**config.mk**
```make
export PLATFORM = sky130hd
export DESIGN_NAME = cnc_queue
export DESIGN_NICKNAME = d
export VERILOG_FILES = /design/src/rtl/core/cnc_pkg.sv /design/src/rtl/core/cnc_queue.sv
export SDC_FILE = /design/constraint.sdc
export NUM_CORES = 1
export LEC_CHECK = 0
export BUFFER_PORTS_ARGS = -buffer_cell sky130_fd_sc_hd__buf_2
export CAP_MARGIN = 20
export CORE_MARGIN = 10
export CORE_UTILIZATION = 55
export DETAILED_ROUTE_END_ITERATION = 8
export PLACE_DENSITY = 0.77
export SYNTH_ARGS = -nofsm -noshare
export SYNTH_HDL_FRONTEND = slang
export SYNTH_SLANG_ARGS = --single-unit
```
**constraint.sdc**
```tcl
create_clock -name clk -period 2.4 [get_ports clk]
set_clock_uncertainty 0.2 [all_clocks]
set_input_delay 0 -clock clk [delete_from_list [all_inputs] [get_ports clk]]
set_output_delay 0 -clock clk [all_outputs]
set_load 0.02 [all_outputs]
```
**src/rtl/core/cnc_pkg.sv**
```systemverilog
// Shared types and constants for the coordination number counter.
// No dependencies; every other file in rtl/core refers to it by scoped names.
package cnc_pkg;

  localparam int MAX_COLUMNS_DEF = 8;
  localparam int COUNT_BITS_DEF  = 16;

  // Fixed field widths
  localparam int COORD_W  = 24;
  localparam int DELTA_W  = COORD_W + 1;
  localparam int SQ_W     = 2 * DELTA_W;
  localparam int CUTOFF_W = 52;
  localparam int TYPE_W   = 8;
  localparam int MASK_W   = 32;
  localparam int NCOL_W   = 4;
  localparam int COL_W    = 3;
  localparam int OCOUNT_W = 16;
  localparam int HIT_W    = 8;
  localparam int CFG_IDX_W  = 3;
  localparam int CFG_DATA_W = 64;

  // Queue between front and back
  localparam int QDEPTH = 4;
  localparam int QPTR_W = $clog2(QDEPTH);
  localparam int QCNT_W = $clog2(QDEPTH + 1);

  // Register indexes
  localparam logic [CFG_IDX_W-1:0] REG_CUTOFF_SQ   = 3'd0;
  localparam logic [CFG_IDX_W-1:0] REG_NUM_COLUMNS = 3'd1;
  localparam logic [CFG_IDX_W-1:0] REG_TYPE_LO     = 3'd2;
  localparam logic [CFG_IDX_W-1:0] REG_TYPE_HI     = 3'd3;
  localparam logic [CFG_IDX_W-1:0] REG_CENTER_GRP  = 3'd4;
  localparam logic [CFG_IDX_W-1:0] REG_NBR_GRP     = 3'd5;

  typedef struct packed {
    logic [CUTOFF_W-1:0] cutoff_sq;
    logic [NCOL_W-1:0]   num_columns;
    logic [63:0]         type_lo_pack;
    logic [63:0]         type_hi_pack;
    logic [MASK_W-1:0]   center_group_bits;
    logic [MASK_W-1:0]   neighbor_group_bits;
  } cfg_t;

  // One classified pair: which columns it bumps, and whether it closes the atom
  typedef struct packed {
    logic [HIT_W-1:0] hits;
    logic             last;
  } pair_ent_t;

  // Columns in use: zero acts as one, anything above the maximum is clipped
  function automatic logic [NCOL_W-1:0] active_cols(input logic [NCOL_W-1:0] n,
                                                    input int maxc);
    logic [NCOL_W-1:0] r;
    r = n;
    if (n == '0) begin
      r = NCOL_W'(1);
    end else if (n > NCOL_W'(maxc)) begin
      r = NCOL_W'(maxc);
    end
    return r;
  endfunction

endpackage

```
**src/rtl/core/cnc_queue.sv**
```systemverilog
// Short queue of classified pairs between the front and back ends.
// Depends on cnc_pkg for the entry type and depth.
module cnc_queue (
  input  logic                       clk,
  input  logic                       rst_n,
  input  logic                       push,
  input  cnc_pkg::pair_ent_t         push_ent,
  input  logic                       pop,
  output logic                       q_valid,
  output cnc_pkg::pair_ent_t         q_ent,
  output logic [cnc_pkg::QCNT_W-1:0] q_count
);

  cnc_pkg::pair_ent_t               mem_r [cnc_pkg::QDEPTH];
  logic [cnc_pkg::QPTR_W-1:0]       wr_ptr_r, wr_ptr_nxt;
  logic [cnc_pkg::QPTR_W-1:0]       rd_ptr_r, rd_ptr_nxt;
  logic [cnc_pkg::QCNT_W-1:0]       count_r, count_nxt;
  logic                             do_pop;

  assign q_valid = count_r != '0;
  assign q_ent   = mem_r[rd_ptr_r];
  assign q_count = count_r;
  assign do_pop  = pop && q_valid;

  always_comb begin
    wr_ptr_nxt = push ? wr_ptr_r + 1'b1 : wr_ptr_r;
    rd_ptr_nxt = do_pop ? rd_ptr_r + 1'b1 : rd_ptr_r;
    count_nxt  = count_r + cnc_pkg::QCNT_W'(push) - cnc_pkg::QCNT_W'(do_pop);
  end

  always_ff @(posedge clk) begin
    if (!rst_n) begin
      wr_ptr_r <= '0;
      rd_ptr_r <= '0;
      count_r  <= '0;
    end else begin
      wr_ptr_r <= wr_ptr_nxt;
      rd_ptr_r <= rd_ptr_nxt;
      count_r  <= count_nxt;
    end
  end

  always_ff @(posedge clk) begin
    if (push) begin
      mem_r[wr_ptr_r] <= push_ent;
    end
  end

endmodule

```
== Yosys cells after proc, flatten, opt, wreduce, memory -nomap -nowiden ==
Memories as Yosys holds them, arrays and structs flattened. A register that Yosys moved wholly into a read port is not among the register bits.
Index checks and enable logic that the tools add are counted.
Word-level totals
  logic and storage cells: 14
  register bits after elaboration: 7
  bits of input ports: 13
  memories kept: 1
  bits in writable memories: 36
Cells by class
  add/sub/neg operators: 4
  reductions and logical operators: 2
  mux-type cells: 4
Memory list
  mem_r: depth 4, width 9, read ports 1, clocked after Yosys merged registers in 1, write ports 1, RTL line cnc_queue.sv:14  | cnc_pkg::pair_ent_t mem_r [cnc_pkg::QDEPTH];
Operator list (count)
  adder 2 x 1 -> 2 bit (second input constant): 2
  two-way mux 2 bit: 2
  adder 3 x 1 -> 3 bit: 1
  nonzero test 3 bit: 1
  subtractor 3 x 1 -> 3 bit: 1
  two-way mux 1 bit: 2
  logical AND 1 bit: 1

== Depth between registers and ports, before layout ==
Gate-level depths: netlist (run 1).
  depth in word-level cells: 4
  mapped depth: 7
  gate-level depth less buffers: 7

== Least setup slack after synthesis (run 1) ==
OpenSTA, ideal clock, no wires.
  kind: reg-to-reg
  start point: register count_r (netlist bit q_count[1])
  end point: register count_r (netlist bit q_count[2])
  path buffers: 0
  arrival: 1.945 ns
  required time: 2.085 ns
  setup time: 0.115 ns
  slack: 0.140 ns
  clock period less this slack: 2.260 ns
  stages on the path, launching flop included: 8
  cell sequence: dfxtp_1 > o31a_2 > ha_1 > inv_1 > ha_1 > fa_1 > xnor3_1 > and2_1
On the way
  cells in the longest elaborated chain, start to end: 3
RTL lines
  start: declaration: RTL line cnc_queue.sv:17  | logic [cnc_pkg::QCNT_W-1:0] count_r, count_nxt;
  start signal: assignment: RTL line cnc_queue.sv:39  | count_r <= count_nxt;
  nonzero test 3 bit: RTL line cnc_queue.sv:20  | assign q_valid = count_r != '0;
  logical AND 1 bit: RTL line cnc_queue.sv:23  | assign do_pop = pop && q_valid;
  net do_pop: RTL line cnc_queue.sv:18  | logic do_pop;
  subtractor 3 x 1 -> 3 bit: RTL line cnc_queue.sv:28  | count_nxt = count_r + cnc_pkg::QCNT_W'(push) - cnc_pkg::QCNT_W'(do_pop);
The timed path passes the listed nets, and every way through them passes these cells.
A chain may end at the register's enable or synchronous reset.

== Worst setup path in the final report (run 1) ==
Same ends and word-level chain as after synthesis.

==> results of run 1 <==
-- stage by stage --
| stage | power (W) | cells | hold slack [ns] | cell area [µm²] | setup slack [ns] |
|---|---|---|---|---|---|
| 3_3_place_gp | 0.00149 | 159 | 0.0106 | 1940 | 0.205 |
| 4_1_cts | 0.00193 | 180 | 0.182 | 2140 | 0.133 |
| 3_5_place_dp | 0.00151 | 159 | 0.0165 | 1940 | 0.149 |
| 6_report | 0.00190 | 180 | 0.190 | 2140 | 0.149 |
| 2_1_floorplan | 0.00136 | 91 | -0.101 | 1770 | 0.140 |
| 5_1_grt | 0.00200 | 180 | 0.186 | 2140 | 0.0623 |
-- layout by cell type (no fill, tap or decap) --
cell and count:
sky130_fd_sc_hd__dlygate4sd3_1 13, sky130_fd_sc_hd__clkbuf_8 2, sky130_fd_sc_hd__clkinv_2 1, sky130_fd_sc_hd__ha_1 6, sky130_fd_sc_hd__edfxtp_1 36, sky130_fd_sc_hd__nand2_1 2
sky130_fd_sc_hd__o31a_2 1, sky130_fd_sc_hd__o311ai_1 1, sky130_fd_sc_hd__buf_2 25, sky130_fd_sc_hd__fa_1 1, sky130_fd_sc_hd__mux4_2 9, sky130_fd_sc_hd__inv_1 6
sky130_fd_sc_hd__or3_1 1, sky130_fd_sc_hd__nand2b_1 2, sky130_fd_sc_hd__nor2b_1 1, sky130_fd_sc_hd__clkbuf_4 5, sky130_fd_sc_hd__dfxtp_1 9, sky130_fd_sc_hd__buf_4 1
sky130_fd_sc_hd__xnor3_1 1, sky130_fd_sc_hd__xor2_1 1, sky130_fd_sc_hd__mux2i_1 4, sky130_fd_sc_hd__and2_1 8
-- power groups by stage --
stage / clock network [W] / logic, W / registers [W]
floorplan: 0 / 0.000373 / 0.000990
global placement: 0 / 0.000499 / 0.000992
detailed placement: 0 / 0.000516 / 0.000998
CTS: 0.000412 / 0.000534 / 0.000980
global route: 0.000441 / 0.000570 / 0.000992
finish: 0.000403 / 0.000520 / 0.000978
-- routing by layer --
| metal | wire length [µm] | share of wire [%] |
|---|---|---|
| met1 | 1210 | 40 |
| met3 | 128 | 4.3 |
| met5 | 0 | 0 |
| met4 | 43 | 1.4 |
| met2 | 1620 | 54 |
-- synth_stat cells --
cell type	instances	area (µm²)
sky130_fd_sc_hd__xor2_1	1	8.76
sky130_fd_sc_hd__o311ai_1	1	8.76
sky130_fd_sc_hd__buf_6	1	11.3
sky130_fd_sc_hd__xnor3_1	1	22.5
sky130_fd_sc_hd__fa_1	1	20.0
sky130_fd_sc_hd__clkbuf_2	1	5.00
sky130_fd_sc_hd__dfxtp_1	9	180
sky130_fd_sc_hd__ha_1	6	75.1
sky130_fd_sc_hd__or3_1	1	6.26
sky130_fd_sc_hd__edfxtp_1	36	1080
sky130_fd_sc_hd__inv_1	6	22.5
sky130_fd_sc_hd__and2_1	8	50.1
sky130_fd_sc_hd__nor2b_1	1	6.26
sky130_fd_sc_hd__nand2_1	2	7.51
sky130_fd_sc_hd__mux2i_1	4	40.0
sky130_fd_sc_hd__o31a_2	1	10.0
sky130_fd_sc_hd__mux4_2	9	203
sky130_fd_sc_hd__nand2b_1	2	12.5
-- cell type report --
cell class | instances | area [µm²] | area share, %
repair buffers | 39 | 263 | 12.3
clock inverters | 1 | 5.00 | 0.234
inverters | 6 | 22.5 | 1.05
well taps | 44 | 55.1 | 2.57
flip-flops and latches | 45 | 1260 | 58.9
clock buffers | 7 | 65.1 | 3.04
multi-input cells | 38 | 470 | 22.0
-- timing repair --
item | CTS | global route
buffers inserted | 0 | 0
endpoints found under the setup margin | 0 | 0
endpoints found under the hold margin | 45 | 0
hold buffers | 13 | 0
-- worst min-delay path by stage --
stage                     start     endpoint  slack, ns  cells after the start
global route        push_ent[1]  mem_r[0][1]       0.19                      2
CTS                 push_ent[8]  mem_r[2][8]       0.18                      2
floorplan           push_ent[0]  mem_r[0][0]      -0.10                      0
detailed placement  push_ent[5]  mem_r[0][5]       0.02                      1
global placement    push_ent[0]  mem_r[1][0]       0.01                      1
finish              push_ent[7]  mem_r[3][7]       0.19                      2
-- worst max-delay path, cell delays in order (launching register included) --
cell,delay (ns)
sky130_fd_sc_hd__dfxtp_1,0.37
sky130_fd_sc_hd__o31a_2,0.39
sky130_fd_sc_hd__ha_1,0.29
sky130_fd_sc_hd__inv_1,0.04
sky130_fd_sc_hd__ha_1,0.18
sky130_fd_sc_hd__fa_1,0.37
sky130_fd_sc_hd__xnor3_1,0.17
sky130_fd_sc_hd__and2_1,0.15
-- state kept, by name, indices dropped and copies added, names as in the netlist, named ones only --
signal and cells:
mem_r 36, q_count 3, rd_ptr_r 2, wr_ptr_r 2
-- cells by family (layout without fill, tap and decap cells) --
| group | after synthesis | after routing |
|---|---|---|
| fa+ha+maj | 7 | 7 |
| xor+xnor | 2 | 2 |
| simple gates | 14 | 14 |
| mux | 13 | 13 |
| flops | 45 | 45 |
| buf+inv | 8 | 53 |
| compound gates | 2 | 2 |
==> impl_metrics.ini, run 1 <==
[placement]
gpl.final_weighted_congestion = 0.648
port_buffers = 25
detailed_place_hpwl_um = 2060

[sta]
min_period_over_period_pct = 93.8
max_slew_margin_pct = 66.4
report.final.setup_viol = 0
tns_ns = 0
timing.final.max_slew_violations = 0
final.min_clock_period_ns = 2.25
rsz0062_at_grt = no
fmax_mhz = 444
worstMarginPinSlew_ns = 0.505
report.final.hold_viol_count = 0

[critical_path]
worst_ep_arrival_time_ns = 2.32
worst_setup_path_end_kind = flip-flop
crit_start = q_count[1]
worst-setup-path-type = reg2reg
worst_setup_path_endpoint = q_count[2]
worstPathMaxFanout = 6
worst_r2r_path_depth = 7
reg2reg_slack_ns = 0.15
r2r-end = q_count[2]
critical_path.startpoint_type = flip-flop
required_ns = 2.47
rr_startpoint = q_count[1]

[die]
die_w_um = 76.7
start_util_pct = 57.5
die_height_um = 76.7
placement_rows = 20
ios = 26
total_die_area_mm2 = 0.00589
floorplan.core_area_mm2 = 0.00308

[synthesis]
synth_top_family_by_area = multiplexers
post_synth_inst_count = 91
synth_warnings = 0
synthDistinctLibCells = 18
synth_xor_area_share_pct = 1.77
synthSimpleGateAreaFrac_pct = 4.66
synth-seq-area-share_pct = 71.2
postSynthRegisterBits = 45
synth-compound-area-share_pct = 1.06
synthesis.area_per_instance_um2 = 19.5
yosys-mux-area-fraction_pct = 13.7
synthAdderAreaFrac_pct = 5.37
synthesis.area_mm2 = 0.00177
synth_fp_nets = 111

[drt]
routed_length_per_instance_um = 16.7
drt_iter0_markers = 30
antenna_violating_nets_post_route = 0
dr_total_vias = 921
vias_per_inst = 5.12
detail_route.wirelength_um = 3000
detail_route.drc_violations = 0
detail_route.first_pass.iterations = 4

[grt]
first_global_vias = 1012
grt_pass1_wl_um = 4900
grtUsageMet3_pct = 2.80
use_met1_pct = 11.5
maximum_number_of_pins_on_one_net_before_global_route_repair = 14
globalRouteOverflowTotal = 0
grtUsageTotal_pct = 10.7
grt_util_met2_pct = 18.8
grt_most_used_layer = met2
grt_antenna_before_repair = 0

[cts]
cts_tree = yes
cts.reportedPaths.clkPinSlew_ns = 0.12
cts_buffers = 5
cts_repair_resize_count = 0
clk-insertion-delay-late_ns = 0.36
clkSinkCount = 45
cts-root-buf = sky130_fd_sc_hd__clkbuf_4
clock_tree.htree_level_count = 2
clockBufferDepth = 2

[power_and_ir_drop]
power_report.internal_total_w = 0.00135
power_leakage_nw = 0.810
p_per_area_mw_per_mm2 = 887
switchingPower_w = 0.000556
combPwrFrac_pct = 27.4
clock_power_share_pct = 21.2
irDropWorstVdd_v = 0.000537
p_seq_share_pct = 51.5
sw_share_pct = 29.2

[outcome]
outcome = complete, no violations

[cells_and_area]
fillerInstances = 220
final_layout_size_suffix_gt1_share_pct = 32.4
final_net_count = 155
insertedDiodeCount = 0
area_delta_synth_final_pct = 21.0
finalCoreUtilization_pct = 69.6

[flow_run]
drv.max_cap_violation_count = 0

[worst_hold_path]
worstHoldPathType = in2reg
No activity file was read; power rests on OpenSTA's default activity.
==> run 2: changes to the inputs <==
clock period = 2.3 ns   (was 2.4 ns; I/O delays follow)
==> run 2 against run 1 <==
Compared with the run above:
- register-to-register slack got worse by 0.08 ns
- final cell count up 0.56%
- sequential power rose by 4%
- critical endpoint unchanged
==> impl_metrics.ini, run 2 (synthesis gave the netlist of run 1 again) <==
[critical_path]
cp_num_buf_inv = 1
r2r-end = q_count[2]
crit_path_max_incr_delay_ns = 0.37
reg2reg_slack_ns = 0.07
worst-setup-path-type = reg2reg
path_cells = o31a_2 > ha_1 > inv_1 > ha_1 > fa_1 > xnor3_1 > and2_1
crit_start = q_count[0]
worst_r2r_path_depth = 7
required_ns = 2.36
cpLargestDelayFamily = adder cells
worst_ep_arrival_time_ns = 2.29
crit_top_cell = sky130_fd_sc_hd__ha_1
worstPathMaxFanout = 5
cpMaxStageDelayCell = sky130_fd_sc_hd__fa_1
worst_setup_path_endpoint = q_count[2]
rr_startpoint = q_count[0]
critical_path.startpoint_type = flip-flop
worst_setup_path_end_kind = flip-flop
worstSetupPathDepth = 7

[worst_hold_path]
worstHoldPathType = in2reg
hold_path.startpoint = push_ent[7]

[cts]
cts_tree = yes
clockBufferDepth = 2
cts-root-buf = sky130_fd_sc_hd__clkbuf_4
clk-insertion-delay-late_ns = 0.34
clock_tree.htree_level_count = 2
cts_buffers = 5
clkSinkCount = 45
cts.reportedPaths.clkPinSlew_ns = 0.13
post_cts.repair.setup_buffers = 0

[grt]
first_global_vias = 997
grt_antenna_before_repair = 0
maximum_number_of_pins_on_one_net_before_global_route_repair = 15
globalRouteOverflowTotal = 0
grt_pass1_wl_um = 4890
grtUsageTotal_pct = 10.6

[sta]
report.final.setup_viol = 0
fmax_mhz = 448
min_period_over_period_pct = 96.9
max_slew_margin_pct = 68.5
tns_ns = 0
timing.final.max_slew_violations = 0
rsz0062_at_grt = no
worstMarginPinSlew_ns = 0.472
report.final.hold_viol_count = 0
final.min_clock_period_ns = 2.23

[cells_and_area]
area_delta_synth_final_pct = 23.3
finalCoreUtilization_pct = 70.9
final_net_count = 156
layout.cells.most_common = sky130_fd_sc_hd__edfxtp_1
fillerInstances = 210
insertedDiodeCount = 0
largest_register = mem_r
layout_common_cells = sky130_fd_sc_hd__edfxtp_1 (36), sky130_fd_sc_hd__buf_2 (25), sky130_fd_sc_hd__dlygate4sd3_1 (13), sky130_fd_sc_hd__mux4_2 (9)
final_layout_size_suffix_gt1_share_pct = 33.6
largest_register_ffs = 36

[drt]
vias_per_inst = 5.06
drt_iter0_markers = 51
routed_length_per_instance_um = 16.4
antenna_violating_nets_post_route = 0
detail_route.drc_violations = 0
detail_route.wirelength_um = 2970
dr_total_vias = 916
detail_route.first_pass.iterations = 4

[placement]
detailed_place_hpwl_um = 2050
port_buffers = 25
gpl.final_weighted_congestion = 0.656

[power_and_ir_drop]
irDropWorstVdd_v = 0.000683
power_leakage_nw = 0.830
p_per_area_mw_per_mm2 = 990

[die]
total_die_area_mm2 = 0.00589
die_w_um = 76.7
placement_rows = 20
start_util_pct = 57.5
die_height_um = 76.7
ios = 26
floorplan.core_area_mm2 = 0.00308

[outcome]
outcome = complete, no violations

[flow_run]
drv.max_cap_violation_count = 0
## run 2: changes by cell type in the layout (fill, tap and decap cells not counted), sizes merged
cell and change:
bufinv +2, buf +1, clkbuf -2
## run 2: layout make-up
class	instances	area (µm²)	share of cell area, %
timing repair buffer	40	270	12.4
tap	44	55.1	2.52
clock inverter	3	65.1	2.98
clock buffer	5	37.5	1.72
inverter	6	22.5	1.03
sequential	45	1260	57.8
multi-input combinational	38	470	21.5
## run 2: what timing repair did
item                       CTS  global route
hold buffers                13             0
setup endpoints to repair    0             1
hold endpoints to repair    45             0
gates resized for setup      0             1
## run 2: metal layers
metal / global-route usage, % / wire length (µm)
met1: 11.2 / 1160
met3: 4.20 / 140
met2: 18.8 / 1650
met4: 3.35 / 17
met5: 0 / 0
## run 2: how the worst min path moves through the flow
stage                  end  slack, ns  depth (start not counted)
2_1_floorplan  mem_r[0][0]      -0.10                          0
3_3_place_gp   mem_r[3][1]       0.01                          1
3_5_place_dp   mem_r[2][5]       0.02                          1
4_1_cts        mem_r[2][1]       0.18                          2
5_1_grt        mem_r[0][1]       0.17                          2
6_report       mem_r[2][7]       0.20                          2
## run 2: per-stage QoR
step / total power (W) / hold slack [ns] / worst slack, ns / area [µm²] / cells
3_3_place_gp: 0.00156 / 0.0107 / 0.139 / 1950 / 160
5_1_grt: 0.00227 / 0.171 / 0.00417 / 2180 / 181
3_5_place_dp: 0.00159 / 0.0158 / 0.0821 / 1950 / 160
4_1_cts: 0.00219 / 0.183 / 0.0486 / 2180 / 181
2_1_floorplan: 0.00142 / -0.101 / 0.0404 / 1770 / 91
6_report: 0.00216 / 0.198 / 0.0702 / 2180 / 181
## run 2: power by group
group,switching (W),internal (W)
clock network,0.000246,0.000337
logic,0.000281,0.000283
registers,0.0000615,0.000955
total,0.000588,0.00157
==> run 3: changes to the inputs <==
CORE_UTILIZATION = 50   (was 55)
PLACE_DENSITY = 0.74   (was 0.77)
SETUP_SLACK_MARGIN = 0.5   (was unset)
clock period = 1.95 ns   (was 2.3 ns; I/O delays follow)
==> run 3 against run 2 <==
Compared with the run above:
- worst hold slack better by 0.0032 ns
- wire length up 0.81%
- power up 16%
- utilization down 3.8 points
- final cell count up 2.8%
- clock power down 29%
- highest routed layer unchanged
- design area up 4.2%
- non-clock buffer count up 3
- sequential power up 17%
- the run now ends with negative setup slack left
- largest cell class unchanged
- critical path type unchanged
==> impl_metrics.ini, run 3 (synthesis gave the netlist of run 1 again) <==
[power_and_ir_drop]
p_per_area_mw_per_mm2 = 1100
power_leakage_nw = 0.852
irDropWorstVdd_v = 0.000469

[die]
total_die_area_mm2 = 0.00632
start_util_pct = 52.2
placement_rows = 21
floorplan.core_area_mm2 = 0.00339
die_w_um = 79.5
ios = 26
die_height_um = 79.5

[sta]
rsz0062_at_grt = yes
fin_worst_hold_slack_ns = 0.201
final.setup.worst_slack_ns = -0.138
timing.final.max_slew_violations = 0
report.final.setup_viol = 2
worstMarginPinSlew_ns = 0.445
tns_ns = -0.204
report.final.hold_viol_count = 0
fmax_mhz = 479
final.min_clock_period_ns = 2.09
min_period_over_period_pct = 107
max_slew_margin_pct = 70.3

[critical_path]
worst_ep_arrival_time_ns = 2.15
worst-setup-path-type = reg2reg
required_ns = 2.01
worst_setup_path_end_kind = flip-flop
worstPathMaxFanout = 2
critical_path.startpoint_type = flip-flop

[cells_and_area]
insertedDiodeCount = 0
layout_common_cells = sky130_fd_sc_hd__edfxtp_1 (36), sky130_fd_sc_hd__buf_2 (15), sky130_fd_sc_hd__buf_6 (12), sky130_fd_sc_hd__dlygate4sd3_1 (12), sky130_fd_sc_hd__mux4_2 (9)
layout.cells.most_common = sky130_fd_sc_hd__edfxtp_1
fillerInstances = 250
final_net_count = 159
area_delta_synth_final_pct = 28.6
final_layout_size_suffix_gt1_share_pct = 43.6
largest_register = mem_r
finalCoreUtilization_pct = 67.1
largest_register_ffs = 36

[drt]
drt_iter0_markers = 48
antenna_violating_nets_post_route = 0
detail_route.drc_violations = 0
detail_route.first_pass.iterations = 4
detail_route.wirelength_um = 2990
dr_total_vias = 941
routed_length_per_instance_um = 16.1
vias_per_inst = 5.06

[grt]
grt_antenna_before_repair = 0
globalRouteOverflowTotal = 0
first_global_vias = 1044
maximum_number_of_pins_on_one_net_before_global_route_repair = 14
grtUsageTotal_pct = 10.5
grt_pass1_wl_um = 5070

[placement]
port_buffers = 25
gpl.final_weighted_congestion = 0.786
detailed_place_hpwl_um = 2070

[cts]
cts-root-buf = sky130_fd_sc_hd__clkbuf_4
clkSinkCount = 45
clockBufferDepth = 2
clock_tree.htree_level_count = 2
cts.reportedPaths.clkPinSlew_ns = 0.12
cts_tree = yes
post_cts.repair.setup_buffers = 0
cts_buffers = 5
clk-insertion-delay-late_ns = 0.35

[outcome]
violations = negative setup slack
outcome = finished, violations left

[flow_run]
drv.max_cap_violation_count = 0

[worst_hold_path]
worstHoldPathType = in2reg
run 3: area by class of cell:
type	count	area (µm²)	area share (%)
Timing Repair Buffer	43	360	15.8
Clock inverter	2	10.0	0.440
Clock buffer	6	41.3	1.81
Sequential cell	45	1270	55.9
Tap cell	46	57.6	2.53
Inverter	6	22.5	0.990
Multi-Input combinational cell	38	513	22.5
run 3: power breakdown:
part	leakage [nW]	internal [W]	total (W)	switching, W
logic	0.414	0.000502	0.000908	0.000406
clock network	0.0320	0.000138	0.000411	0.000273
registers	0.407	0.00114	0.00119	0.0000562
run 3: worst paths after layout:
path | from | depth (start not counted) | slack (ns) | to
min reg2reg | rd_ptr_r[1] | 2 | 0.30 | rd_ptr_r[1]
max reg2reg | q_count[0] | 7 | -0.14 | q_count[2]
max | q_count[0] | 7 | -0.14 | q_count[2]
min | push_ent[4] | 2 | 0.20 | mem_r[2][4]
run 3: layer usage:
layer | part of all wire, % | track usage, %
met5 | 0 | 0
met1 | 39 | 11.4
met2 | 52 | 17.6
met4 | 2.8 | 6.09
met3 | 5.4 | 3.38
run 3: through the flow:
step           total power, W  setup slack (ns)  std cells  instance area (µm²)
3_5_place_dp          0.00198            -0.160        165                 2020
4_1_cts               0.00254            -0.147        186                 2270
5_1_grt               0.00266            -0.186        186                 2280
2_1_floorplan         0.00174            -0.173         91                 1810
3_3_place_gp          0.00195            -0.114        165                 2020
6_report              0.00251            -0.138        186                 2280
run 3: critical path, stage by stage (launching register included):
cell and delay [ns]:
sky130_fd_sc_hd__dfxtp_4 0.36, sky130_fd_sc_hd__o31a_4 0.36, sky130_fd_sc_hd__ha_4 0.26, sky130_fd_sc_hd__inv_2 0.03
sky130_fd_sc_hd__ha_4 0.14, sky130_fd_sc_hd__fa_2 0.32, sky130_fd_sc_hd__xnor3_1 0.17, sky130_fd_sc_hd__and2_1 0.14
run 3: repair_timing:
action,in CTS,in global routing
pin swaps,4,1
hold buffers,12,0
hold endpoints to repair,45,0
gates resized for setup,29,1
cloned,1,0
setup endpoints to repair,49,33
