<file path="src/rtl/core/cnc_pkg.sv">
// Shared types and constants for the coordination number counter.
// No dependencies; every other file in rtl/core refers to it by scoped names.
package cnc_pkg;

  localparam int MAX_COLUMNS_DEF = 8;
  localparam int COUNT_BITS_DEF  = 16;

  // Fixed field widths
  localparam int COORD_W  = 24;
  localparam int DELTA_W  = COORD_W + 1;
  localparam int SQ_W     = 2 * DELTA_W;
  localparam int CUTOFF_W = 52;
  localparam int TYPE_W   = 8;
  localparam int MASK_W   = 32;
  localparam int NCOL_W   = 4;
  localparam int COL_W    = 3;
  localparam int OCOUNT_W = 16;
  localparam int HIT_W    = 8;
  localparam int CFG_IDX_W  = 3;
  localparam int CFG_DATA_W = 64;

  // Queue between front and back
  localparam int QDEPTH = 4;
  localparam int QPTR_W = $clog2(QDEPTH);
  localparam int QCNT_W = $clog2(QDEPTH + 1);

  // Register indexes
  localparam logic [CFG_IDX_W-1:0] REG_CUTOFF_SQ   = 3'd0;
  localparam logic [CFG_IDX_W-1:0] REG_NUM_COLUMNS = 3'd1;
  localparam logic [CFG_IDX_W-1:0] REG_TYPE_LO     = 3'd2;
  localparam logic [CFG_IDX_W-1:0] REG_TYPE_HI     = 3'd3;
  localparam logic [CFG_IDX_W-1:0] REG_CENTER_GRP  = 3'd4;
  localparam logic [CFG_IDX_W-1:0] REG_NBR_GRP     = 3'd5;

  typedef struct packed {
    logic [CUTOFF_W-1:0] cutoff_sq;
    logic [NCOL_W-1:0]   num_columns;
    logic [63:0]         type_lo_pack;
    logic [63:0]         type_hi_pack;
    logic [MASK_W-1:0]   center_group_bits;
    logic [MASK_W-1:0]   neighbor_group_bits;
  } cfg_t;

  // One classified pair: which columns it bumps, and whether it closes the atom
  typedef struct packed {
    logic [HIT_W-1:0] hits;
    logic             last;
  } pair_ent_t;

  // Columns in use: zero acts as one, anything above the maximum is clipped
  function automatic logic [NCOL_W-1:0] active_cols(input logic [NCOL_W-1:0] n,
                                                    input int maxc);
    logic [NCOL_W-1:0] r;
    r = n;
    if (n == '0) begin
      r = NCOL_W'(1);
    end else if (n > NCOL_W'(maxc)) begin
      r = NCOL_W'(maxc);
    end
    return r;
  endfunction

endpackage

</file>
<file path="src/rtl/core/cnc_out_if.sv">
// Result channel of the coordination number counter: one column count per transaction.
// Depends on cnc_pkg for field widths.
interface cnc_out_if;
  logic                             valid;
  logic                             ready;
  logic [cnc_pkg::COL_W-1:0]        column_index;
  logic [cnc_pkg::OCOUNT_W-1:0]     coord_count;
  logic                             last_column;

  modport source (output valid, column_index, coord_count, last_column, input ready);
  modport sink (input valid, column_index, coord_count, last_column, output ready);
endinterface

</file>
<file path="src/rtl/core/cnc_back.sv">
// Back end: applies column hits to the saturating counts and, on the last pair of
// an atom, streams one result per column. Depends on cnc_pkg, cnc_out_if.
module cnc_back #(
  parameter int MAX_COLUMNS = cnc_pkg::MAX_COLUMNS_DEF,
  parameter int COUNT_BITS  = cnc_pkg::COUNT_BITS_DEF
) (
  input  logic               clk,
  input  logic               rst_n,
  input  cnc_pkg::cfg_t      cfg,
  input  logic               q_valid,
  input  cnc_pkg::pair_ent_t q_ent,
  output logic               pop,
  cnc_out_if.source          out_ch
);

  localparam int CNT_W = (COUNT_BITS > cnc_pkg::OCOUNT_W) ? cnc_pkg::OCOUNT_W : COUNT_BITS;
  localparam int IDX_W = (MAX_COLUMNS > 1) ? $clog2(MAX_COLUMNS) : 1;
  localparam logic [CNT_W-1:0] CNT_LIM = '1;

  logic [CNT_W-1:0]             counts_r   [MAX_COLUMNS];
  logic [CNT_W-1:0]             counts_nxt [MAX_COLUMNS];
  logic [CNT_W-1:0]             base       [MAX_COLUMNS];
  logic                         emit_r, emit_nxt;
  logic [IDX_W-1:0]             idx_r, idx_nxt;
  logic [cnc_pkg::NCOL_W-1:0]   ncol;
  logic [IDX_W-1:0]             last_idx;
  logic                         out_free;
  logic                         emit_fire;
  logic                         final_fire;
  logic                         out_valid_r;
  logic [cnc_pkg::COL_W-1:0]    out_col_r;
  logic [cnc_pkg::OCOUNT_W-1:0] out_cnt_r;
  logic                         out_last_r;

  assign ncol       = cnc_pkg::active_cols(cfg.num_columns, MAX_COLUMNS);
  assign last_idx   = IDX_W'(ncol - cnc_pkg::NCOL_W'(1));
  assign out_free   = !out_valid_r || out_ch.ready;
  assign emit_fire  = emit_r && out_free;
  assign final_fire = emit_fire && (idx_r == last_idx);
  // Take the next pair while idle, or in the cycle the final column leaves
  assign pop        = q_valid && (!emit_r || final_fire);

  always_comb begin
    for (int m = 0; m < MAX_COLUMNS; m++) begin
      base[m] = final_fire ? '0 : counts_r[m];
      counts_nxt[m] = base[m];
      if (pop && q_ent.hits[m] && (base[m] != CNT_LIM)) begin
        counts_nxt[m] = base[m] + 1'b1;
      end
    end
    emit_nxt = emit_r;
    idx_nxt  = idx_r;
    if (emit_fire) begin
      idx_nxt = idx_r + 1'b1;
    end
    if (final_fire) begin
      emit_nxt = 1'b0;
    end
    if (pop && q_ent.last) begin
      emit_nxt = 1'b1;
      idx_nxt  = '0;
    end
  end

  always_ff @(posedge clk) begin
    if (!rst_n) begin
      emit_r      <= 1'b0;
      idx_r       <= '0;
      out_valid_r <= 1'b0;
      for (int m = 0; m < MAX_COLUMNS; m++) begin
        counts_r[m] <= '0;
      end
    end else begin
      emit_r <= emit_nxt;
      idx_r  <= idx_nxt;
      for (int m = 0; m < MAX_COLUMNS; m++) begin
        counts_r[m] <= counts_nxt[m];
      end
      if (out_free) begin
        out_valid_r <= emit_r;
      end
    end
  end

  always_ff @(posedge clk) begin
    if (emit_fire) begin
      out_col_r  <= cnc_pkg::COL_W'(idx_r);
      out_cnt_r  <= cnc_pkg::OCOUNT_W'(counts_r[idx_r]);
      out_last_r <= final_fire;
    end
  end

  assign out_ch.valid        = out_valid_r;
  assign out_ch.column_index = out_col_r;
  assign out_ch.coord_count  = out_cnt_r;
  assign out_ch.last_column  = out_last_r;

endmodule

</file>
<file path="src/flat_wrapper.sv">
// flat-port wrapper written by rule: the top's interface ports become plain ports
module cnc_back_flat 
#(
  parameter int MAX_COLUMNS = cnc_pkg::MAX_COLUMNS_DEF,
  parameter int COUNT_BITS  = cnc_pkg::COUNT_BITS_DEF
)
  (clk, rst_n, cfg, q_valid, q_ent, pop, out_ch_valid, out_ch_column_index, out_ch_coord_count, out_ch_last_column, out_ch_ready);
  cnc_out_if out_ch_i ();
  input  logic clk;
  input  logic rst_n;
  input  cnc_pkg::cfg_t cfg;
  input  logic q_valid;
  input  cnc_pkg::pair_ent_t q_ent;
  output logic pop;
  output wire logic [$bits(out_ch_i.valid)-1:0] out_ch_valid;
  output wire logic [$bits(out_ch_i.column_index)-1:0] out_ch_column_index;
  output wire logic [$bits(out_ch_i.coord_count)-1:0] out_ch_coord_count;
  output wire logic [$bits(out_ch_i.last_column)-1:0] out_ch_last_column;
  input wire logic [$bits(out_ch_i.ready)-1:0] out_ch_ready;
  assign out_ch_valid = out_ch_i.valid;
  assign out_ch_column_index = out_ch_i.column_index;
  assign out_ch_coord_count = out_ch_i.coord_count;
  assign out_ch_last_column = out_ch_i.last_column;
  assign out_ch_i.ready = out_ch_ready;
  cnc_back #(.MAX_COLUMNS(MAX_COLUMNS), .COUNT_BITS(COUNT_BITS)) u_core (.clk(clk), .rst_n(rst_n), .cfg(cfg), .q_valid(q_valid), .q_ent(q_ent), .pop(pop), .out_ch(out_ch_i));
endmodule
</file>
<file path="config.mk">
export PLATFORM = sky130hd
export DESIGN_NAME = cnc_back_flat
export DESIGN_NICKNAME = d
export VERILOG_FILES = /design/src/rtl/core/cnc_pkg.sv /design/src/rtl/core/cnc_out_if.sv /design/src/rtl/core/cnc_back.sv /design/src/flat_wrapper.sv
export SDC_FILE = /design/constraint.sdc
export NUM_CORES = 1
export LEC_CHECK = 0
export BUFFER_PORTS_ARGS = -buffer_cell sky130_fd_sc_hd__clkbuf_2
export CAP_MARGIN = 20
export CORE_AREA = 2 2 129 131
export DETAILED_ROUTE_END_ITERATION = 8
export DIE_AREA = 0 0 131 133
export GPL_TIMING_DRIVEN = 0
export PLACE_DENSITY = 0.84
export SYNTH_ARGS = -nofsm -noshare
export SYNTH_HDL_FRONTEND = slang
export SYNTH_SLANG_ARGS = --single-unit
</file>
<file path="constraint.sdc">
create_clock -name clk -period 6 [get_ports clk]
set_input_delay 0.3 -clock clk [delete_from_list [all_inputs] [get_ports clk]]
set_output_delay 0.3 -clock clk [all_outputs]
set_load 0.03 [all_outputs]
</file>
# ---- Yosys cells after proc, flatten, opt, wreduce, memory -nomap -nowiden
# Memories as Yosys holds them, arrays and structs flattened. A register that Yosys moved wholly into a read port is not among the register bits.
# Index checks and enable logic that the tools add are counted.
# Widths: inputs -> output; s select.
dict set report word_totals {
  ramBits 128
  in_bits 261
  word_cells 92
  ff_bits 9
  n_memories 1
  output_inout_bits 22
}
# name words width rd rd_clocked_by_memory_dff write_ports line
set mem_list {}
lappend mem_list {u_core.counts_r 8 16 9 1 8 cnc_back.sv:20} ;# logic [CNT_W-1:0] counts_r [MAX_COLUMNS];
dict set report op_classes {
  bitwise_logic 9
  n_eq_ne 9
  reduce_logical 27
  order_cmp 1
  n_mux 30
  addsub 10
}
# cell count
set op_table {}
lappend op_table {{$mux 16} 24}
lappend op_table {{$add 16x1->16 const B} 8}
lappend op_table {{$ne 16x16->1 const B} 8}
lappend op_table {{$logic_and 1x1->1} 20}
lappend op_table {{$or 1x1->1} 8}
lappend op_table {{$mux 3} 2}
lappend op_table {{$gt 4x4->1 const B} 1}
lappend op_table {{$logic_not 4->1} 1}
lappend op_table {{$mux 1} 4}
lappend op_table {{$add 3x1->3 const B} 1}
lappend op_table {{$eq 3x3->1} 1}
lappend op_table {{$sub 3x1->3 const B} 1}
lappend op_table {{$logic_not 1->1} 2}
lappend op_table {{$logic_or 1x1->1} 2}
lappend op_table {{$reduce_bool 2->1} 1}
lappend op_table {{$reduce_or 2->1} 1}
lappend op_table {{$not 1->1} 1}

# ---- Longest topological paths before layout
# Gate-level depths: netlist of run 1.
dict set report logic_depth {
  depth_word 12
  mapped_depth 11
  ltp_nobuf 9
}

# ---- Worst setup path before layout of run 1
# Ideal clock, no wire load.
dict set report synth_path {
  kind {in2reg}
  from {input cfg[193] (netlist bit)}
  to {memory u_core.counts_r[0][0] (netlist bit)}
  setup_time_ns 0.156
  path_buffers 2
  slack_ns 3.134
  t_arrival_ns 2.711
  path_stages 10
  path_cell_list {o21ba_2 > or2_2 > ha_1 > xnor2_4 > xor2_2 > a31oi_2 > buf_2 > buf_2 > nor2_1 > a311oi_1}
}
# item line
set synth_lines {}
lappend synth_lines {{start, declared} flat_wrapper.sv:11} ;# input cnc_pkg::cfg_t cfg;
lappend synth_lines {{end, declared} cnc_back.sv:20}

# ---- Final worst setup path of run 1
dict set report layout_path {
  from {register u_core.idx_r[0]}
  to {output pop}
}
dict set report layout_between {
  elab_chain_cells 4
}
# item line
set layout_lines {}
lappend layout_lines {{start, declared} cnc_back.sv:24} ;# logic [IDX_W-1:0] idx_r, idx_nxt;
lappend layout_lines {{start signal, assigned} cnc_back.sv:75} ;# idx_r <= idx_nxt;
lappend layout_lines {{$eq 3x3->1} cnc_back.sv:39} ;# assign final_fire = emit_fire && (idx_r == last_idx);
lappend layout_lines {{$logic_and 1x1->1} cnc_back.sv:39}
lappend layout_lines {{$logic_or 1x1->1} cnc_back.sv:41} ;# assign pop = q_valid && (!emit_r || final_fire);
lappend layout_lines {{$logic_and 1x1->1} cnc_back.sv:41}
lappend layout_lines {{end, declared} flat_wrapper.sv:14} ;# output logic pop;
# Every way passes these cells.

==> results of run 1 <==
-- registers in the layout, summed over array words and instances, names as in the netlist --
register	flops
u_core.emit_r	1
u_core.out_ch.coord_count	16
u_core.idx_r	3
u_core.counts_r	128
u_core.out_ch.column_index	3
u_core.out_ch.valid	1
u_core.out_ch.last_column	1
-- path summary, 6_finish.rpt --
check / to / slack, ns / cells after the start
setup / recovery: pop / 2.15 / 8
hold / removal: u_core.emit_r / 0.16 / 3
setup reg to reg: u_core.counts_r[4][13] / 2.57 / 8
hold reg to reg: u_core.out_ch.column_index[2] / 0.45 / 0
-- layout make-up --
class                      instances  area [µm²]
clock inverter                     5       77.57
sequential                       153        3263
inverter                          23       86.33
clock buffer                      27       555.5
multi-input combinational        694        4992
buffer                            61       266.5
tap                              220       275.3
fill                            1340        6437
timing repair buffer              41       217.7
-- Yosys cell counts (all sizes together) (20+ instances only) --
cell / number / area share, %
nor4: 22 / 1.6
nand4: 41 / 3.0
nand2: 82 / 3.6
mux2i: 31 / 3.6
and3: 25 / 1.8
edfxtp: 20 / 7.0
mux4: 32 / 8.4
a21oi: 58 / 3.4
nand3: 58 / 3.4
clkbuf: 36 / 1.6
inv: 22 / 0.96
dfxtp: 133 / 31
buf: 25 / 1.5
nand2b: 27 / 2.0
or4: 28 / 2.4
o31ai: 26 / 2.3
nor2: 51 / 2.2
-- where the power goes --
group	internal, µW	switching [µW]
Clock	718	426
Combinational	56.7	151
Sequential	1050	15.0
-- metal layers --
layer	wire, µm	part of all wire (%)
met4	1864	6.5
met2	11950	42
met5	0	0
met3	3980	14
met1	10890	38
-- critical path, stage by stage (launching register included) --
cell	delay, ns
dfxtp_1	0.42
buf_6	0.21
inv_2	0.10
o32ai_2	0.74
a31oi_2	0.40
buf_2	0.33
buf_2	0.23
nor2_1	0.38
clkbuf_2	0.29
-- logic make-up after synthesis --
| kind of cell | count (synthesis) | synth area share (%) |
|---|---|---|
| AND/OR/NAND/NOR | 416 | 26.63 |
| AO/OA/AOI/OAI | 167 | 13.62 |
| flip-flops | 153 | 37.91 |
| buffers and inverters | 84 | 4.099 |
| multiplexers | 80 | 14.20 |
| XOR/XNOR | 29 | 3.256 |
| adder cells (fa/ha/maj) | 2 | 0.2907 |
-- through the flow --
step                      instances  cell area, µm²  hold slack (ns)
after floorplan                 931            8608           0.4095
after global placement         1188            9069           0.4193
after detailed placement       1189            9084           0.4461
after CTS                      1221            9717           0.1411
after global routing           1224            9734           0.1649
final                          1224            9734           0.1580
==> flow_summary.yaml, run 1 <==
detailed_routing:
  viasPerCell: 6.968
  drt_wl_total_um: 28690
  vias: 8529
  firstDrtPassIters: 6
  drt_iter0_drc: 1314
  antenna_left: 0
  drc_errors: 0
  drt-wirelength-per-cell_um: 23.44
placed_design:
  gp_congestion: 0.9876
  dp_hpwl_um: 20000
  pre_cts_ws_ns: 2.270
  io_buffers: 37
cts:
  cts_hold_buf: 0
  post-cts-setup-buffers: 0
  cts_resized: 0
  cts.sinks: 153
  cts_buffers: 17
  clk_latency_ns: 0.43
  clockBufferDepth: 2
  cts_max_level: 4
  root_buffer: "clkbuf_16"
  clkTransAtPathRegs_ns: 0.06
  tritoncts: "yes"
sta:
  skew_ns: 0.006825
  maxSlewHeadroom_pct: 30.87
  final_max_slew_viol_count: 0
  hold_viol: 0
  fin_tns_setup_ns: 0
  rsz0062_at_grt: "false"
  finalCritPeriodShare_pct: 64.14
  setup_viol: 0
  fmax_ghz: 0.2599
  finalWorstSetupSlack_ns: 2.152
  period_minus_slack_ns: 3.848
  worst_slew_pin_slew_ns: 1.037
worst_setup_path:
  reg2reg_from: "u_core.idx_r[1]"
  critPathLaunchType: "register"
  arrival_ns: 3.55
  endpoint_kind: "output pin"
  required_ns: 5.70
  critPathKind: "register to output pin"
  crit_start: "u_core.idx_r[0]"
  path_max_fanout: 10
hold_path:
  min-delay-start: "q_ent[0]"
  hold_class: "input port to register"
layout:
  syn_to_final_growth_pct: 13.08
  drive_gt1_share_pct: 15.24
  nets: 1254
  final_common_cell: "dfxtp_1"
  final_core_util_pct: 60.19
  n_antenna_cell: 0
  most-common-layout-cells: "dfxtp_1, nand2_1, nand3_1, a21oi_1, nor2_1"
synthesis:
  ys_types: 68
  netlist_area_um2: 8608
  synth_async_sr_flop_share_pct: 0
  yosys_register_bits: 153
  syn_avg_cell_area_um2: 9.246
  synth_edf_count: 20
  syn-num-nets: 1194
  ys_warn_count: 0
  yosysSeqAreaShare_pct: 37.91
  synth_ff_type: "dfxtp_1"
  netlist_instances: 931
floorplan:
  die_w_um: 131
  initial_core_util_pct: 53.23
  dieHeight_um: 133
  rows: 47
  dieArea_um2: 17420
  coreArea_um2: 16170
  io_pins: 283
power_and_ir_drop:
  p_leak_uw: 0.003308
  power_density_nw_per_um2: 248.2
  power_uw: 2416
  peakVddDrop_mv: 0.2598
global_route:
  use_met1_pct: 46.57
  gr-max-usage-layer: "met2"
  first_global_vias: 7609
  antenna_found_initial: 1
  grt_start_max_net_pins: 18
  grt-ovfl-total: 0
  track_usage_pct: 33.25
  grt_use_met3_pct: 7.764
  grt_pass1_wl_um: 43640
  globalRouteMet2Util_pct: 46.75
run:
  maxCapViolations: 0
run_status:
  status: "finished, final reports clean"
Note: power is estimated with default switching activity, not from simulation.
==> run 2, diff against run 1 <==
- CORE_AREA: 2 2 129 131 -> 2 2 132 134
- DIE_AREA: 0 0 131 133 -> 0 0 134 136
- PLACE_DENSITY: 0.84 -> 0.81
- clock period: 6 -> 3.75 ns (I/O delays scaled with it)
==> run 2 against run 1 <==
- sequential cell count is the same
- power grew 55%
- worst setup slack lost 1.9 ns
- critical path depth grew 3
- sequential power grew 60%
- clock power grew 50%
- non-clock buffer count shrank 1
- largest power group unchanged
==> flow_summary.yaml, run 2 (synthesis gave the netlist of run 1 again) <==
detailed_routing:
  drt-wirelength-per-cell_um: 23.38
  drc_errors: 0
  firstDrtPassIters: 6
  drt_iter0_drc: 1284
  antenna_left: 0
  vias: 8416
  drt_wl_total_um: 28720
  viasPerCell: 6.853
sta:
  fmax_ghz: 0.2832
  setup_viol: 0
  finalCritPeriodShare_pct: 94.18
  period_minus_slack_ns: 3.532
  maxSlewHeadroom_pct: 23.94
  hold_slack_ns: 0.06876
  final_max_slew_viol_count: 0
  rsz0062_at_grt: "false"
  hold_viol: 0
  worst_slew_pin_slew_ns: 1.136
  skew_ns: 0.008987
  fin_tns_setup_ns: 0
power_and_ir_drop:
  power_density_nw_per_um2: 386.9
  p_leak_uw: 0.003269
  power_uw: 3752
  peakVddDrop_mv: 0.3050
worst_setup_path:
  r2r_end: "u_core.counts_r[6][15]"
  cp-endpoint: "pop"
  r2r.worst_path.cells: 8
  reg2reg_from: "u_core.idx_r[1]"
  critPathLaunchType: "input port"
  critPathKind: "input port to output pin"
  required_ns: 3.56
  path_max_fanout: 10
  endpoint_kind: "output pin"
  reg2reg_slack_ns: 0.29
  crit_start: "cfg[193]"
  arrival_ns: 3.34
floorplan:
  coreArea_um2: 16880
  dieArea_um2: 18220
  io_pins: 283
  dieHeight_um: 136
  rows: 48
  die_w_um: 134
  initial_core_util_pct: 51.01
global_route:
  grt_pass1_wl_um: 44550
  first_global_vias: 7809
  grt_start_max_net_pins: 20
  grt-ovfl-total: 0
  antenna_found_initial: 1
  track_usage_pct: 32.36
cts:
  clockBufferDepth: 2
  tritoncts: "yes"
  clk_latency_ns: 0.44
  cts.sinks: 153
  root_buffer: "clkbuf_16"
  cts_max_level: 4
  cts_buffers: 17
  cts_hold_buf: 0
  clkTransAtPathRegs_ns: 0.06
  cts_resized: 0
  post-cts-setup-buffers: 0
layout:
  regArea_um2: 3263
  final_common_cell: "dfxtp_1"
  nets: 1253
  most-common-layout-cells: "dfxtp_1, nand2_1, nand3_1, a21oi_1, nor2_1"
  regMostFlops: "u_core.counts_r"
  largest_reg_flops: 128
  syn_to_final_growth_pct: 12.66
  finish.instance_area_um2: 9698
  multi_input_area_um2: 5004
  n_antenna_cell: 0
  drive_gt1_share_pct: 15.35
  fillers: 1429
placed_design:
  gp_congestion: 0.9893
  place_area_um2: 9090
  dp_hpwl_um: 20240
  io_buffers: 37
run_status:
  status: "finished, final reports clean"
hold_path:
  hold_class: "input port to register"
run:
  maxCapViolations: 0
## run 2: how the worst min path moves through the flow
| stage | start | end | cells past startpoint |
|---|---|---|---|
| after floorplan | q_ent[1] | u_core.counts_r[0][0] | 1 |
| after global placement | u_core.counts_r[6][15] | u_core.counts_r[6][15] | 2 |
| after detailed placement | u_core.counts_r[6][15] | u_core.counts_r[6][15] | 2 |
| after CTS | q_ent[0] | u_core.emit_r | 3 |
| after global routing | q_ent[0] | u_core.emit_r | 3 |
| final | q_ent[1] | u_core.counts_r[0][0] | 2 |
## run 2: worst max-delay path: stages
cell and delay, ns:
clkbuf_2 0.11, o21ba_2 0.25, or2_2 0.28, ha_1 0.26, xnor2_4 0.19, xor2_2 0.55, a31oi_2 0.37, buf_2 0.31
buf_2 0.22, nor2_1 0.32, clkbuf_2 0.28
## run 2: power breakdown
part | total, µW | internal (µW) | switching, µW
Clock | 1710 | 1000 | 710
Sequential | 1700 | 1680 | 24.5
Combinational | 336 | 91.2 | 245
Total | 3750 | 2770 | 980
## run 2: per-layer routing
layer,up-vias,GRT usage (%),wire [µm]
li1,3693,-,-
met1,3904,41.78,10900
met2,672,48.15,12450
met3,147,9.508,3756
met4,0,19.09,1611
met5,-,0,0
## run 2: final cells by class
type | instances | area share [%]
Sequential cell | 153 | 33.65
Clock buffer | 22 | 5.109
Clock inverter | 10 | 0.9418
Multi-Input combinational cell | 694 | 51.59
Tap cell | 225 | 2.903
Buffer | 61 | 2.748
Inverter | 23 | 0.8902
Timing Repair Buffer | 40 | 2.167
## run 2: per-stage QoR
stage	setup slack, ns	util, %	cells
6_report	0.2184	57.47	1228
5_1_grt	0.1814	57.47	1228
4_1_cts	0.1496	57.34	1226
3_5_place_dp	-0.05768	53.86	1194
3_3_place_gp	-0.02224	53.77	1193
2_1_floorplan	0.9961	-	931
==> run 3, diff against run 2 <==
- ABC_AREA: not set -> 1
- CORE_AREA: 2 2 132 134 -> 2 2 143 145
- DIE_AREA: 0 0 134 136 -> 0 0 145 147
==> run 3 against run 2 <==
- combinational power up 26%
- critical path depth increased by 5
- fmax up 12%
- worst hold slack better by 0.0035 ns
- sequential power about the same
- clock power rose by 6%
- global-route usage grew 2.3 points
- register-to-register slack better by 0.30 ns
- via count increased by 43%
==> flow_summary.yaml, run 3 <==
power_and_ir_drop:
  power_density_nw_per_um2: 340.8
  p_leak_uw: 0.004355
  peakVddDrop_mv: 0.2777
synthesis:
  syn-num-nets: 2027
  yosysSeqAreaShare_pct: 31.08
  synth_async_sr_flop_share_pct: 0
  netlist_instances: 1764
  synth_edf_count: 20
  synth.top_cell.area_share_pct: 25.36
  yosys_register_bits: 153
  synthTopCellsByArea: "dfxtp_1, nand2_1, nor2_1"
  yosys-top-cells-count: "nand2_1, nor2_1, inv_1, a21oi_1, dfxtp_1"
  syn_avg_cell_area_um2: 5.952
  ys_types: 38
  netlist_area_um2: 10500
  synth_top_cell_by_area: "dfxtp_1"
  yosys.cell_count.top_type: "nand2_1"
  ys_warn_count: 0
  synth_ff_type: "dfxtp_1"
worst_setup_path:
  crit_slowest_cell: "buf_2"
  crit_start: "u_core.idx_r[1]"
  crit_path_max_incr_delay_ns: 0.50
  path_max_fanout: 10
  required_ns: 4.06
  reg2reg_from: "u_core.idx_r[1]"
  endpoint_kind: "register"
  r2r.worst_path.cells: 16
  reg2reg_slack_ns: 0.59
  critPathLaunchType: "register"
  crit_chain: "buf_4, inv_4, nand2_2, nand2_2, nor2_4, nand2_4, nor2_8, buf_6, buf_6, buf_2, buf_2, nor2_1, inv_1, nand2_1, nand2_1, nor2_1"
  r2r_end: "u_core.counts_r[2][14]"
  arrival_ns: 3.47
  critPathKind: "register to register"
floorplan:
  dieArea_um2: 21320
  rows: 52
  die_w_um: 145
  dieHeight_um: 147
  io_pins: 283
  coreArea_um2: 19840
  initial_core_util_pct: 52.91
layout:
  fillers: 1957
  final_common_cell: "nand2_1"
  syn_to_final_growth_pct: 10.81
  multi_input_area_um2: 6023
  n_antenna_cell: 0
  nets: 2084
  regMostFlops: "u_core.counts_r"
  most-common-layout-cells: "nand2_1, nor2_1, inv_1, a21oi_1, dfxtp_1"
  regArea_um2: 3263
  largest_reg_flops: 128
  drive_gt1_share_pct: 8.670
global_route:
  grt_pass1_wl_um: 57240
  antenna_found_initial: 1
  grt-ovfl-total: 0
  grt_start_max_net_pins: 24
  track_usage_pct: 34.63
  first_global_vias: 10522
hold_path:
  min-delay-start: "q_ent[0]"
  hold_path_end: "u_core.emit_r"
  holdPathStages: 5
  hold_class: "input port to register"
run:
  maxCapViolations: 0
sta:
  fin_tns_setup_ns: 0
  worst_slew_pin_slew_ns: 1.059
  final_max_slew_viol_count: 0
  setup_viol: 0
  maxSlewHeadroom_pct: 29.40
  period_minus_slack_ns: 3.159
  finalCritPeriodShare_pct: 84.25
  hold_slack_ns: 0.07228
  fmax_ghz: 0.3165
  hold_viol: 0
  rsz0062_at_grt: "false"
  skew_ns: 0.01363
cts:
  post-cts-setup-buffers: 0
  clk_latency_ns: 0.45
  cts.sinks: 153
  cts_buffers: 17
  root_buffer: "clkbuf_16"
  cts_resized: 0
  clockBufferDepth: 2
  tritoncts: "yes"
  cts_hold_buf: 0
  clkTransAtPathRegs_ns: 0.06
  cts_max_level: 4
detailed_routing:
  antenna_left: 0
  drc_errors: 0
  viasPerCell: 5.736
  drt_wl_total_um: 37580
  vias: 12069
  drt_iter0_drc: 1636
  drt-wirelength-per-cell_um: 17.86
  firstDrtPassIters: 6
run_status:
  status: "finished, final reports clean"
placed_design:
  gp_congestion: 1.035
  dp_hpwl_um: 28090
  io_buffers: 38
[run 3: routing by layer]
layer | vias to the layer above | routed length [µm] | track usage, % | part of all wire (%)
li1 | 5722 | - | - | -
met1 | 5411 | 15220 | 47.41 | 41
met2 | 800 | 15660 | 51.50 | 42
met3 | 136 | 4891 | 8.323 | 13
met4 | 0 | 1810 | 16.49 | 4.8
met5 | - | 0 | 0 | 0
[run 3: report_power, final]
group	leakage [µW]	internal [µW]	switching, µW
Clock	0.000295	1090	734
Combinational	0.00279	110	314
Sequential	0.00127	1700	23.8
Total	0.00436	2890	1070
[run 3: layout make-up]
| class | count | share of cell area [%] |
|---|---|---|
| Clock buffer | 22 | 3.990 |
| Clock inverter | 10 | 1.226 |
| Sequential cell | 153 | 28.05 |
| Timing Repair Buffer | 38 | 1.635 |
| Tap cell | 270 | 2.904 |
| Multi-Input combinational cell | 1325 | 51.77 |
| Buffer | 68 | 3.377 |
| Inverter | 218 | 7.055 |
[run 3: how the worst max path moves through the flow]
stage,cells after the start,end
2_1_floorplan,19,u_core.counts_r[0][10]
5_1_grt,15,u_core.counts_r[2][14]
4_1_cts,16,u_core.counts_r[2][14]
3_3_place_gp,19,u_core.counts_r[2][14]
6_report,16,u_core.counts_r[2][14]
3_5_place_dp,19,u_core.counts_r[3][12]
[run 3: cell families after synthesis]
logic type      share of synthesized area [%]
compound gates                          13.63
buf+inv                                 11.56
simple gates                            41.33
fa+ha+maj                              0.2383
flops                                   31.08
xor+xnor                                2.169
[run 3: through the flow]
step	instance area, µm²	worst slack, ns	util (%)	cells	total power, µW
after floorplan	10500	1.436	-	1764	2022
after global placement	11030	0.4501	55.57	2072	2159
after detailed placement	11030	0.3947	55.57	2072	2165
after CTS	11630	0.7679	58.63	2104	3949
after global routing	11630	0.5226	58.63	2104	4068
final	11630	0.5906	58.63	2104	3965
[run 3: worst max-delay path, delay by kind of cell (launching register included)]
family                 cells  cell delay, ns
DFF                        1            0.38
buffers and inverters      7            1.74
and+or+nand+nor            9            0.89
